File: src/rtl/core/rtt_mean_deviation_estimator_top_assert.svh
// Assertion macros for the RTT estimator core.
// Included by the top level; uses clk_i and rst_ni of the including module.
`ifndef RTT_MEAN_DEVIATION_ESTIMATOR_TOP_ASSERT_SVH
`define RTT_MEAN_DEVIATION_ESTIMATOR_TOP_ASSERT_SVH
`ifndef SYNTHESIS
`define RMDE_ASSERT(lbl, prop) \
  lbl: assert property (@(posedge clk_i) disable iff (!rst_ni) (prop)) \
    else $error("rmde assertion failed");
`define RMDE_ASSERT_NEXT(lbl, ante, cons) \
  lbl: assert property (@(posedge clk_i) disable iff (!rst_ni) (ante) |=> (cons)) \
    else $error("rmde assertion failed");
`else
`define RMDE_ASSERT(lbl, prop)
`define RMDE_ASSERT_NEXT(lbl, ante, cons)
`endif
`endif

File: src/rtl/core/rmde_pkg.sv
// Shared types and constants for the RTT estimator core.
// No dependencies.
package rmde_pkg;
  localparam int unsigned HistDepthDef  = 16;
  localparam int unsigned MaxBackoffDef = 64;

  typedef enum logic [1:0] {
    CMD_SEND    = 2'd0,
    CMD_ACK     = 2'd1,
    CMD_BACKOFF = 2'd2,
    CMD_RESET   = 2'd3
  } cmd_e;

  localparam logic [2:0] REG_SRTT_GAIN   = 3'd0;
  localparam logic [2:0] REG_DEV_GAIN    = 3'd1;
  localparam logic [2:0] REG_MIN_RTO     = 3'd2;
  localparam logic [2:0] REG_MAX_RTO     = 3'd3;
  localparam logic [2:0] REG_INITIAL_RTT = 3'd4;

  localparam int unsigned MulAW = 35;
  localparam int unsigned MulBW = 16;
  localparam int unsigned MulPW = MulAW + MulBW;

  typedef struct packed {
    logic        retx;
    logic [31:0] tsend;
    logic [31:0] seq;
  } hist_entry_t;
endpackage

File: src/rtl/core/rmde_mem.sv
// History memory: one write port, one registered read port.
// Depends on rmde_pkg (entry type).
module rmde_mem #(
  parameter int unsigned DEPTH = rmde_pkg::HistDepthDef
) (
  input  logic                     clk_i,
  input  logic                     we_i,
  input  logic [$clog2(DEPTH)-1:0] waddr_i,
  input  rmde_pkg::hist_entry_t    wdata_i,
  input  logic [$clog2(DEPTH)-1:0] raddr_i,
  output rmde_pkg::hist_entry_t    rdata_o
);
  import rmde_pkg::*;

  hist_entry_t mem [DEPTH];
  hist_entry_t rdata_q;

  always_ff @(posedge clk_i) begin
    if (we_i) begin
      mem[waddr_i] <= wdata_i;
    end
    rdata_q <= mem[raddr_i];
  end

  assign rdata_o = rdata_q;
endmodule

File: src/rtl/core/rmde_mul.sv
// Shared multiplier with registered product.
// Depends on rmde_pkg (operand widths).
module rmde_mul (
  input  logic                       clk_i,
  input  logic [rmde_pkg::MulAW-1:0] a_i,
  input  logic [rmde_pkg::MulBW-1:0] b_i,
  output logic [rmde_pkg::MulPW-1:0] p_o
);
  import rmde_pkg::*;

  logic [MulPW-1:0] p_q;

  always_ff @(posedge clk_i) begin
    p_q <= MulPW'(a_i) * MulPW'(b_i);
  end

  assign p_o = p_q;
endmodule

File: src/rtl/core/rtt_mean_deviation_estimator_top.sv
// Top level of the RTT mean-deviation estimator with retransmit timeout.
// Depends on rmde_pkg, rmde_mem, rmde_mul and the assertion macro header.
//
// channel | direction | handshake              | payload
// --------+-----------+------------------------+---------------------------------
// command | in        | start, busy            | command_i, seq_number_i, now_time_i
// result  | out       | done_o (1-cycle strobe)| rtt_sample_o, sample_valid_o,
//         |           |                        | entry_found_o, table_full_o,
//         |           |                        | timeout_value_o
// config  | in        | cfg_valid_i, cfg_ready_o| cfg_index_i, cfg_data_i
//
// A word is taken when start is high and busy low; busy stays high until
// the result word strobes on done_o. Send and ack scan the history entry by
// entry through the single memory read port (a read and a compare state per
// entry); an ack then compacts the table, a read and a write state per moved
// entry. Backoff and reset go straight to the timeout states ST_RTO0/ST_RTO1.
// All gain and timeout multiplies share one registered multiplier.
// Reset is asynchronous active low; config is always ready. The receiver
// cannot stall: done_o is high for one cycle only; the result fields hold until the next command.
module rtt_mean_deviation_estimator_top #(
  parameter int unsigned HISTORY_DEPTH = rmde_pkg::HistDepthDef,
  parameter int unsigned MAX_BACKOFF   = rmde_pkg::MaxBackoffDef
) (
  input  logic        clk_i,
  input  logic        rst_ni,
  input  logic        start,
  output logic        busy,
  output logic        done_o,
  input  logic [1:0]  command_i,
  input  logic [31:0] seq_number_i,
  input  logic [31:0] now_time_i,
  output logic [31:0] rtt_sample_o,
  output logic        sample_valid_o,
  output logic        entry_found_o,
  output logic        table_full_o,
  output logic [31:0] timeout_value_o,
  input  logic        cfg_valid_i,
  output logic        cfg_ready_o,
  input  logic [2:0]  cfg_index_i,
  input  logic [31:0] cfg_data_i
);
  import rmde_pkg::*;

  localparam int unsigned AW = $clog2(HISTORY_DEPTH);
  localparam int unsigned CW = $clog2(HISTORY_DEPTH + 1);
  localparam logic [7:0]  MaxMult = 8'(MAX_BACKOFF);

  typedef enum logic [3:0] {
    ST_IDLE, ST_SCAN_RD, ST_SCAN_CMP, ST_SH_RD, ST_SH_WR, ST_EST_SEL,
    ST_EST0, ST_EST1, ST_EST2, ST_EST3, ST_RTO0, ST_RTO1
  } state_e;

  state_e      state_q;
  logic [1:0]  cmd_q;
  logic [31:0] seq_q, now_q;
  logic [CW-1:0] idx_q, count_q;
  logic [31:0] srtt_q, dev_q, aerr_q, dmag_q;
  logic        eneg_q, dneg_q, have_q;
  logic [6:0]  mult_q;
  logic [15:0] srtt_gain_q, dev_gain_q;
  logic [31:0] min_rto_q, max_rto_q, init_rtt_q;
  logic        done_q, valid_q, found_q, full_q;
  logic [31:0] sample_q, rto_q;

  // memory and multiplier hookup
  logic        mem_we;
  logic [AW-1:0] mem_waddr, mem_raddr;
  hist_entry_t mem_wdata, mem_rdata;
  logic [MulAW-1:0] mul_a;
  logic [MulBW-1:0] mul_b;
  logic [MulPW-1:0] mul_p;

  logic [CW-1:0] idx_nx;
  assign idx_nx = idx_q + CW'(1);

  rmde_mem #(.DEPTH(HISTORY_DEPTH)) u_mem (
    .clk_i  (clk_i),
    .we_i   (mem_we),
    .waddr_i(mem_waddr),
    .wdata_i(mem_wdata),
    .raddr_i(mem_raddr),
    .rdata_o(mem_rdata)
  );

  rmde_mul u_mul (
    .clk_i(clk_i),
    .a_i  (mul_a),
    .b_i  (mul_b),
    .p_o  (mul_p)
  );

  // rounded gain product: (p + 0.5) >> 16
  logic [48:0] rnd_sum;
  logic [32:0] rnd;
  assign rnd_sum = {1'b0, mul_p[47:0]} + 49'd32768;
  assign rnd     = rnd_sum[48:16];

  function automatic logic [31:0] sat_adj(input logic [31:0] b, input logic [32:0] r,
                                          input logic neg);
    logic [33:0] s;
    s = neg ? ({2'b0, b} - {1'b0, r}) : ({2'b0, b} + {1'b0, r});
    if (neg) begin
      sat_adj = s[33] ? 32'd0 : s[31:0];
    end else begin
      sat_adj = (s[33:32] != 2'b0) ? 32'hFFFF_FFFF : s[31:0];
    end
  endfunction

  logic [32:0] err, derr;
  logic [34:0] base, base_m;
  assign err    = {1'b0, sample_q} - {1'b0, srtt_q};
  assign derr   = {1'b0, aerr_q} - {1'b0, dev_q};
  assign base   = {3'b0, srtt_q} + {1'b0, dev_q, 2'b0};
  assign base_m = (base < {3'b0, min_rto_q}) ? {3'b0, min_rto_q} : base;

  always_comb begin
    mem_we    = 1'b0;
    mem_waddr = idx_q[AW-1:0];
    mem_wdata = mem_rdata;
    mem_raddr = idx_q[AW-1:0];
    mul_a     = '0;
    mul_b     = '0;
    unique case (state_q)
      ST_SCAN_RD: begin
        if (idx_q >= count_q && cmd_q == CMD_SEND && count_q < CW'(HISTORY_DEPTH)) begin
          mem_we    = 1'b1;
          mem_waddr = count_q[AW-1:0];
          mem_wdata = '{retx: 1'b0, tsend: now_q, seq: seq_q};
        end
      end
      ST_SCAN_CMP: begin
        if (mem_rdata.seq == seq_q && cmd_q == CMD_SEND) begin
          mem_we         = 1'b1;
          mem_wdata.retx = 1'b1;
        end
      end
      ST_SH_RD: mem_raddr = idx_nx[AW-1:0];
      ST_SH_WR: mem_we = 1'b1;
      ST_EST0: begin
        mul_a = MulAW'(eneg_q ? aerr_q : aerr_q);
        mul_b = srtt_gain_q;
      end
      ST_EST2: begin
        mul_a = MulAW'(dmag_q);
        mul_b = dev_gain_q;
      end
      ST_RTO0: begin
        mul_a = base_m;
        mul_b = MulBW'(mult_q);
      end
      default: ;
    endcase
  end

  assign cfg_ready_o = 1'b1;

  always_ff @(posedge clk_i or negedge rst_ni) begin
    if (!rst_ni) begin
      srtt_gain_q <= 16'd8192;
      dev_gain_q  <= 16'd16384;
      min_rto_q   <= 32'd200000;
      max_rto_q   <= 32'hFFFF_FFFF;
      init_rtt_q  <= 32'd1000000;
    end else if (cfg_valid_i) begin
      unique case (cfg_index_i)
        REG_SRTT_GAIN:   srtt_gain_q <= cfg_data_i[15:0];
        REG_DEV_GAIN:    dev_gain_q  <= cfg_data_i[15:0];
        REG_MIN_RTO:     min_rto_q   <= cfg_data_i;
        REG_MAX_RTO:     max_rto_q   <= cfg_data_i;
        REG_INITIAL_RTT: init_rtt_q  <= cfg_data_i;
        default: ;
      endcase
    end
  end

  always_ff @(posedge clk_i or negedge rst_ni) begin
    if (!rst_ni) begin
      state_q <= ST_IDLE;
      done_q  <= 1'b0;
      count_q <= '0;
      idx_q   <= '0;
      srtt_q  <= 32'd1000000;
      dev_q   <= '0;
      have_q  <= 1'b0;
      mult_q  <= 7'd1;
      valid_q <= 1'b0;
      found_q <= 1'b0;
      full_q  <= 1'b0;
      cmd_q   <= CMD_SEND;
    end else begin
      done_q <= 1'b0;
      unique case (state_q)
        ST_IDLE: begin
          if (start) begin
            cmd_q    <= command_i;
            seq_q    <= seq_number_i;
            now_q    <= now_time_i;
            idx_q    <= '0;
            valid_q  <= 1'b0;
            found_q  <= 1'b0;
            full_q   <= 1'b0;
            sample_q <= '0;
            case (command_i)
              CMD_SEND, CMD_ACK: state_q <= ST_SCAN_RD;
              CMD_BACKOFF: begin
                mult_q  <= ({mult_q, 1'b0} > MaxMult) ? MaxMult[6:0] : {mult_q[5:0], 1'b0};
                state_q <= ST_RTO0;
              end
              default: begin
                count_q <= '0;
                srtt_q  <= init_rtt_q;
                dev_q   <= '0;
                have_q  <= 1'b0;
                mult_q  <= 7'd1;
                state_q <= ST_RTO0;
              end
            endcase
          end
        end
        ST_SCAN_RD: begin
          if (idx_q < count_q) begin
            state_q <= ST_SCAN_CMP;
          end else begin
            // no match: a send appends or reports a full table
            if (cmd_q == CMD_SEND) begin
              if (count_q < CW'(HISTORY_DEPTH)) count_q <= count_q + CW'(1);
              else full_q <= 1'b1;
            end
            state_q <= ST_RTO0;
          end
        end
        ST_SCAN_CMP: begin
          if (mem_rdata.seq == seq_q) begin
            found_q <= 1'b1;
            if (cmd_q == CMD_SEND) begin
              state_q <= ST_RTO0;
            end else begin
              if (!mem_rdata.retx) begin
                valid_q  <= 1'b1;
                sample_q <= now_q - mem_rdata.tsend;
                mult_q   <= 7'd1;
              end
              state_q <= ST_SH_RD;
            end
          end else begin
            idx_q   <= idx_nx;
            state_q <= ST_SCAN_RD;
          end
        end
        ST_SH_RD: begin
          if (idx_nx < count_q) begin
            state_q <= ST_SH_WR;
          end else begin
            count_q <= count_q - CW'(1);
            state_q <= valid_q ? ST_EST_SEL : ST_RTO0;
          end
        end
        ST_SH_WR: begin
          idx_q   <= idx_nx;
          state_q <= ST_SH_RD;
        end
        ST_EST_SEL: begin
          if (have_q) begin
            eneg_q  <= err[32];
            aerr_q  <= err[32] ? 32'(-err) : err[31:0];
            state_q <= ST_EST0;
          end else begin
            srtt_q  <= sample_q;
            dev_q   <= {1'b0, sample_q[31:1]};
            have_q  <= 1'b1;
            state_q <= ST_RTO0;
          end
        end
        ST_EST0: state_q <= ST_EST1;
        ST_EST1: begin
          srtt_q  <= sat_adj(srtt_q, rnd, eneg_q);
          dneg_q  <= derr[32];
          dmag_q  <= derr[32] ? 32'(-derr) : derr[31:0];
          state_q <= ST_EST2;
        end
        ST_EST2: state_q <= ST_EST3;
        ST_EST3: begin
          dev_q   <= sat_adj(dev_q, rnd, dneg_q);
          state_q <= ST_RTO0;
        end
        ST_RTO0: state_q <= ST_RTO1;
        ST_RTO1: begin
          rto_q   <= (mul_p > MulPW'(max_rto_q)) ? max_rto_q : mul_p[31:0];
          done_q  <= 1'b1;
          state_q <= ST_IDLE;
        end
        default: state_q <= ST_IDLE;
      endcase
    end
  end

  assign busy            = (state_q != ST_IDLE);
  assign done_o          = done_q;
  assign rtt_sample_o    = sample_q;
  assign sample_valid_o  = valid_q;
  assign entry_found_o   = found_q;
  assign table_full_o    = full_q;
  assign timeout_value_o = rto_q;

`include "rtt_mean_deviation_estimator_top_assert.svh"
  `RMDE_ASSERT(a_done_idle, !done_o || !busy)
  `RMDE_ASSERT_NEXT(a_start_busy, start && !busy, busy)
  `RMDE_ASSERT(a_count_range, count_q <= CW'(HISTORY_DEPTH))
  `RMDE_ASSERT(a_valid_found, !(done_o && sample_valid_o && !entry_found_o))
endmodule
File: config.mk
export PLATFORM = sky130hd
export DESIGN_NAME = rtt_mean_deviation_estimator_top
export DESIGN_NICKNAME = d
export VERILOG_FILES = /design/src/rtl/core/rmde_pkg.sv /design/src/rtl/core/rmde_mem.sv /design/src/rtl/core/rmde_mul.sv /design/src/rtl/core/rtt_mean_deviation_estimator_top.sv
export VERILOG_INCLUDE_DIRS = /design/src /design/src/rtl/core
export SDC_FILE = /design/constraint.sdc
export NUM_CORES = 2
export LEC_CHECK = 0
export CORE_UTILIZATION = 25
export CTS_BUF_LIST = sky130_fd_sc_hd__clkbuf_8
export DETAILED_ROUTE_END_ITERATION = 8
export DONT_BUFFER_PORTS = 1
export GPL_ROUTABILITY_DRIVEN = 0
export HOLD_SLACK_MARGIN = 0.1
export MAX_ROUTING_LAYER = met4
export PLACE_DENSITY = 0.39
export RECOVER_POWER = 50
export SYNTH_ARGS = -nofsm -noshare
export SYNTH_HDL_FRONTEND = slang
export SYNTH_SLANG_ARGS = --single-unit
File: constraint.sdc
create_clock -name clk_i -period 14.3 [get_ports clk_i]
set_clock_uncertainty 0.2 [all_clocks]
set_input_delay 1.43 -clock clk_i [delete_from_list [all_inputs] [get_ports clk_i]]
set_output_delay 1.43 -clock clk_i [all_outputs]
set_load 0.02 [all_outputs]
==> results.txt <==
* Post-layout min period: 13.70 ns
- Fill cells in the final layout number 39,000.
* HPWL reported at the end of detailed placement: 245,000 µm
* Maximum ir drop on the vdd rail: 208 µV
* Boundary pin count: 175
- Summed over all failing endpoints, the final setup total negative slack is 0 ns.
- Worst hold margin: 0.302 ns
- FFs w/ async S/R, synth: 14.0%
- STA classifies the critical path endpoint as a flip-flop.
* Setup fix buffers added after clock tree synthesis: 0
- Across the run, the number of max-cap violations was 13.
- Among all stages on the critical path, the largest delay is contributed by o21ai_0.
- Number of antenna violations at the first check in global routing: 34
- Relative to the synthesized area, the layout overhead comes to 13.3%.
* Critical Path AT: 14.38 ns
* #FFs+latches synth: 1,570
- Share of the clock period used by the worst path: 95.8%
* CTS HTree Levels: 5
* Min-Delay Path Class: in2reg
- Type of origin of the critical path: flip-flop
* Initial cell density of the core: 25.1%
- The via count of the first global-routing pass was 67,200.
- Worst-path maximum fanout: 42
- Worst-path clk slew: 0.06 ns
- Category of the critical setup timing path: reg2reg
* Required time of the critical path: 14.97 ns
- Entering global routing, the biggest net connects 166 pins.
* Cells after synthesis: 7,830
* Overall die height: 619 µm
* Leak Pwr: 40.4 nW
- Buffers placed on the I/O ports in this run total 0.
- The netlist uses 94 different library cells.
* Normalized max-slew margin: -656%
- Once detail routing completed, the nets flagged for antenna violations numbered 0.
- In the synthesized netlist the dominant register cell turns out to be edfxtp_1.
* Placed inst area: 0.102 mm²
- Die area: 0.383 mm²
* Final layout net count: 8,951
- For this run the aggregate overflow at the end of global routing stands at 0.
* Routed wire length: 347,000 µm
* Worst path max stage delay: 1.08 ns
* Number of endpoints with negative hold slack in the final report: 0
- Iteration-0 DRC Markers: 4,921
* Number of clock buffers inserted by TritonCTS: 300
- The number of max-slew violations in the final report came to 702.
- TritonCTS built the clock tree.
- Sequential-to-total area share from yosys stat: 47.2%
- The synthesized netlist occupies a cell area of 0.0952 mm².
- The core region is 0.379 mm².
* Total via count in the routed design: 65,200
- Transition at the pin with the smallest max-transition slack: 11.34 ns
- Master cell of the clock root buffer: clkbuf_8
- Global-route wire length before repair: 496,000 µm
* Number of enable-type register cells in the synthesized netlist: 1,234
* GRT Util Overall: 18.3%
* Maximum clock frequency: 73.0 MHz
- Clock tree synthesis found a total of 1,570 sinks.
- Counting along the longest clock path gives a buffer depth of 4.
- The later pin in the worst-skew pair is clocked with a latency of 1.02 ns.
- In the routed layout, each cell is associated on average with a via count of 4.90.
* Overall power: 22.3 mW
* Share of layout cells above drive strength 1: 14.1%
- Iteration count of the initial detailed-routing pass: 5
- Drt drc: 0
- The final reports fail on capacitance limit, slew limit.
* Outcome: finished with violations
- Number of core rows: 226
- Setup repair after global routing left no endpoint under its margin.
* Die width: 619 µm
- Setup violations remaining at the end of the flow were counted as 0.
* Post-Layout Inst Area: 0.108 mm²
* Average wire per standard cell: 26.1 µm
- Leaving out fill and tap cells, the most frequent cell in the layout is edfxtp_1.
* Mean post-synth cell area: 12.2 µm²
- Most prevalent standard cell on the critical path: fa_1
- Total power divided by cell area: 207 mW/mm²
- Leading cell types in the layout, fill and taps excluded: edfxtp_1, inv_1, nand2_1, fa_1, nor2_1
- Total of warnings raised by yosys: 0
## registers in the layout (all words and copies together) (netlist names), 7 cells and up
signal           count
aerr_q              32
dmag_q              32
max_rto_q           32
rtt_sample_o        32
srtt_gain_q         16
timeout_value_o     32
now_q               32
dev_gain_q          16
u_mem.rdata_o       65
u_mul.p_o           51
srtt_q              32
min_rto_q           32
u_mem.mem         1040
mult_q               7
init_rtt_q          32
dev_q               32
seq_q               32
## what timing repair did
item	in CTS	in global routing
gates resized for setup	0	3
setup endpoints to repair	0	4
hold endpoints to repair	165	0
hold buffers	2	0
## through the flow
| step | util (%) | worst slack (ns) | std cells |
|---|---|---|---|
| final | 28.5 | 0.597 | 13300 |
| after global routing | 28.5 | 0.00339 | 13300 |
| after CTS | 28.5 | 0.709 | 13300 |
| after detailed placement | 27.0 | 0.790 | 12700 |
| after global placement | 27.0 | 0.753 | 12700 |
| after floorplan | - | 2.92 | 7856 |
## synth_stat cells (55+ instances only)
cell type  number  share of area (%)
a211o_1        86               0.79
a21o_1        156                1.2
a21oi_1       283                1.5
a31oi_1        73               0.48
and3_1        123               0.81
clkbuf_1      300                1.2
dfrtp_1       165                4.3
dfstp_2        55                1.5
dfxtp_1       116                2.4
edfxtp_1     1234                 39
fa_1          467                9.8
ha_1          393                5.2
inv_1         739                2.9
mux2_2        168                2.0
mux4_2        325                7.7
nand2_1       597                2.4
nand3_1       270                1.4
nand4_1        67               0.44
nor2_1        444                1.8
nor3_1        201                1.1
o211ai_1       89               0.70
o21ai_0       253                1.3
or3_1          69               0.45
xnor2_1       191                1.8
xor2_1        190                1.7
## layout make-up
| class | count | area, µm² | area share, % |
|---|---|---|---|
| clock buffers | 336 | 4620 | 4.29 |
| flip-flops and latches | 1570 | 45000 | 41.7 |
| well taps | 5016 | 6280 | 5.82 |
| diodes | 43 | 108 | 0.0998 |
| inverters | 740 | 2780 | 2.57 |
| clock inverters | 216 | 1190 | 1.11 |
| multi-input cells | 5165 | 46500 | 43.1 |
| repair buffers | 209 | 1470 | 1.36 |
## per-layer routing
metal	share of wire (%)	GRT usage (%)	routed length, µm	vias up
met4	2.9	5.42	9960	0
met3	5.0	2.39	17200	514
met5	0	-	0	-
met1	43	23.4	151000	33800
met2	49	30.4	169000	1882
li1	-	-	-	29000
## critical path, delay by kind of cell, from the launching register on
kind	cells	cell delay (ns)
compound gates	17	5.39
xor+xnor	1	0.13
fa+ha+maj	9	3.91
buf+inv	5	0.65
flops	1	0.57
simple gates	10	2.67
## cell families (layout without fill, tap and decap cells)
family | count (synthesis) | in the layout | share of synthesized area [%]
simple gates | 2017 | 2017 | 10.2
compound gates | 1369 | 1369 | 9.76
buf+inv | 1121 | 1501 | 4.50
mux | 510 | 510 | 9.86
flops | 1570 | 1570 | 47.2
fa+ha+maj | 860 | 860 | 15.0
other cells | 2 | 71 | 0.00789
xor+xnor | 381 | 381 | 3.51
## path summary, 6_finish.rpt
path | cells past startpoint | startpoint | to | slack (ns)
worst max-delay path | 42 | srtt_q[6]$_DFFE_PN1P_ | u_mul.p_o[50]$_DFF_P_ | 0.60
worst min-delay path | 0 | now_time_i[28] | now_q[28]$_DFFE_PP_ | 0.30
worst max register to register | 42 | srtt_q[6]$_DFFE_PN1P_ | u_mul.p_o[50]$_DFF_P_ | 0.60
worst min register to register | 1 | dev_gain_q[8]$_DFFE_PN0P_ | dev_gain_q[8]$_DFFE_PN0P_ | 0.31
max in group asynchronous | 1 | rst_ni | mult_q[2]$_DFFE_PN0P_ | 2.70
min in group asynchronous | 1 | rst_ni | srtt_q[6]$_DFFE_PN1P_ | 3.53
## report_power, final
group	total, mW	switching (mW)	internal (mW)	leakage (nW)
clock network	4.35	2.09	2.26	3.37
logic	11.3	7.26	4.05	22.4
registers	6.63	0.574	6.05	14.7
total	22.3	9.92	12.4	40.4
Power figures use the tool's default switching activity.
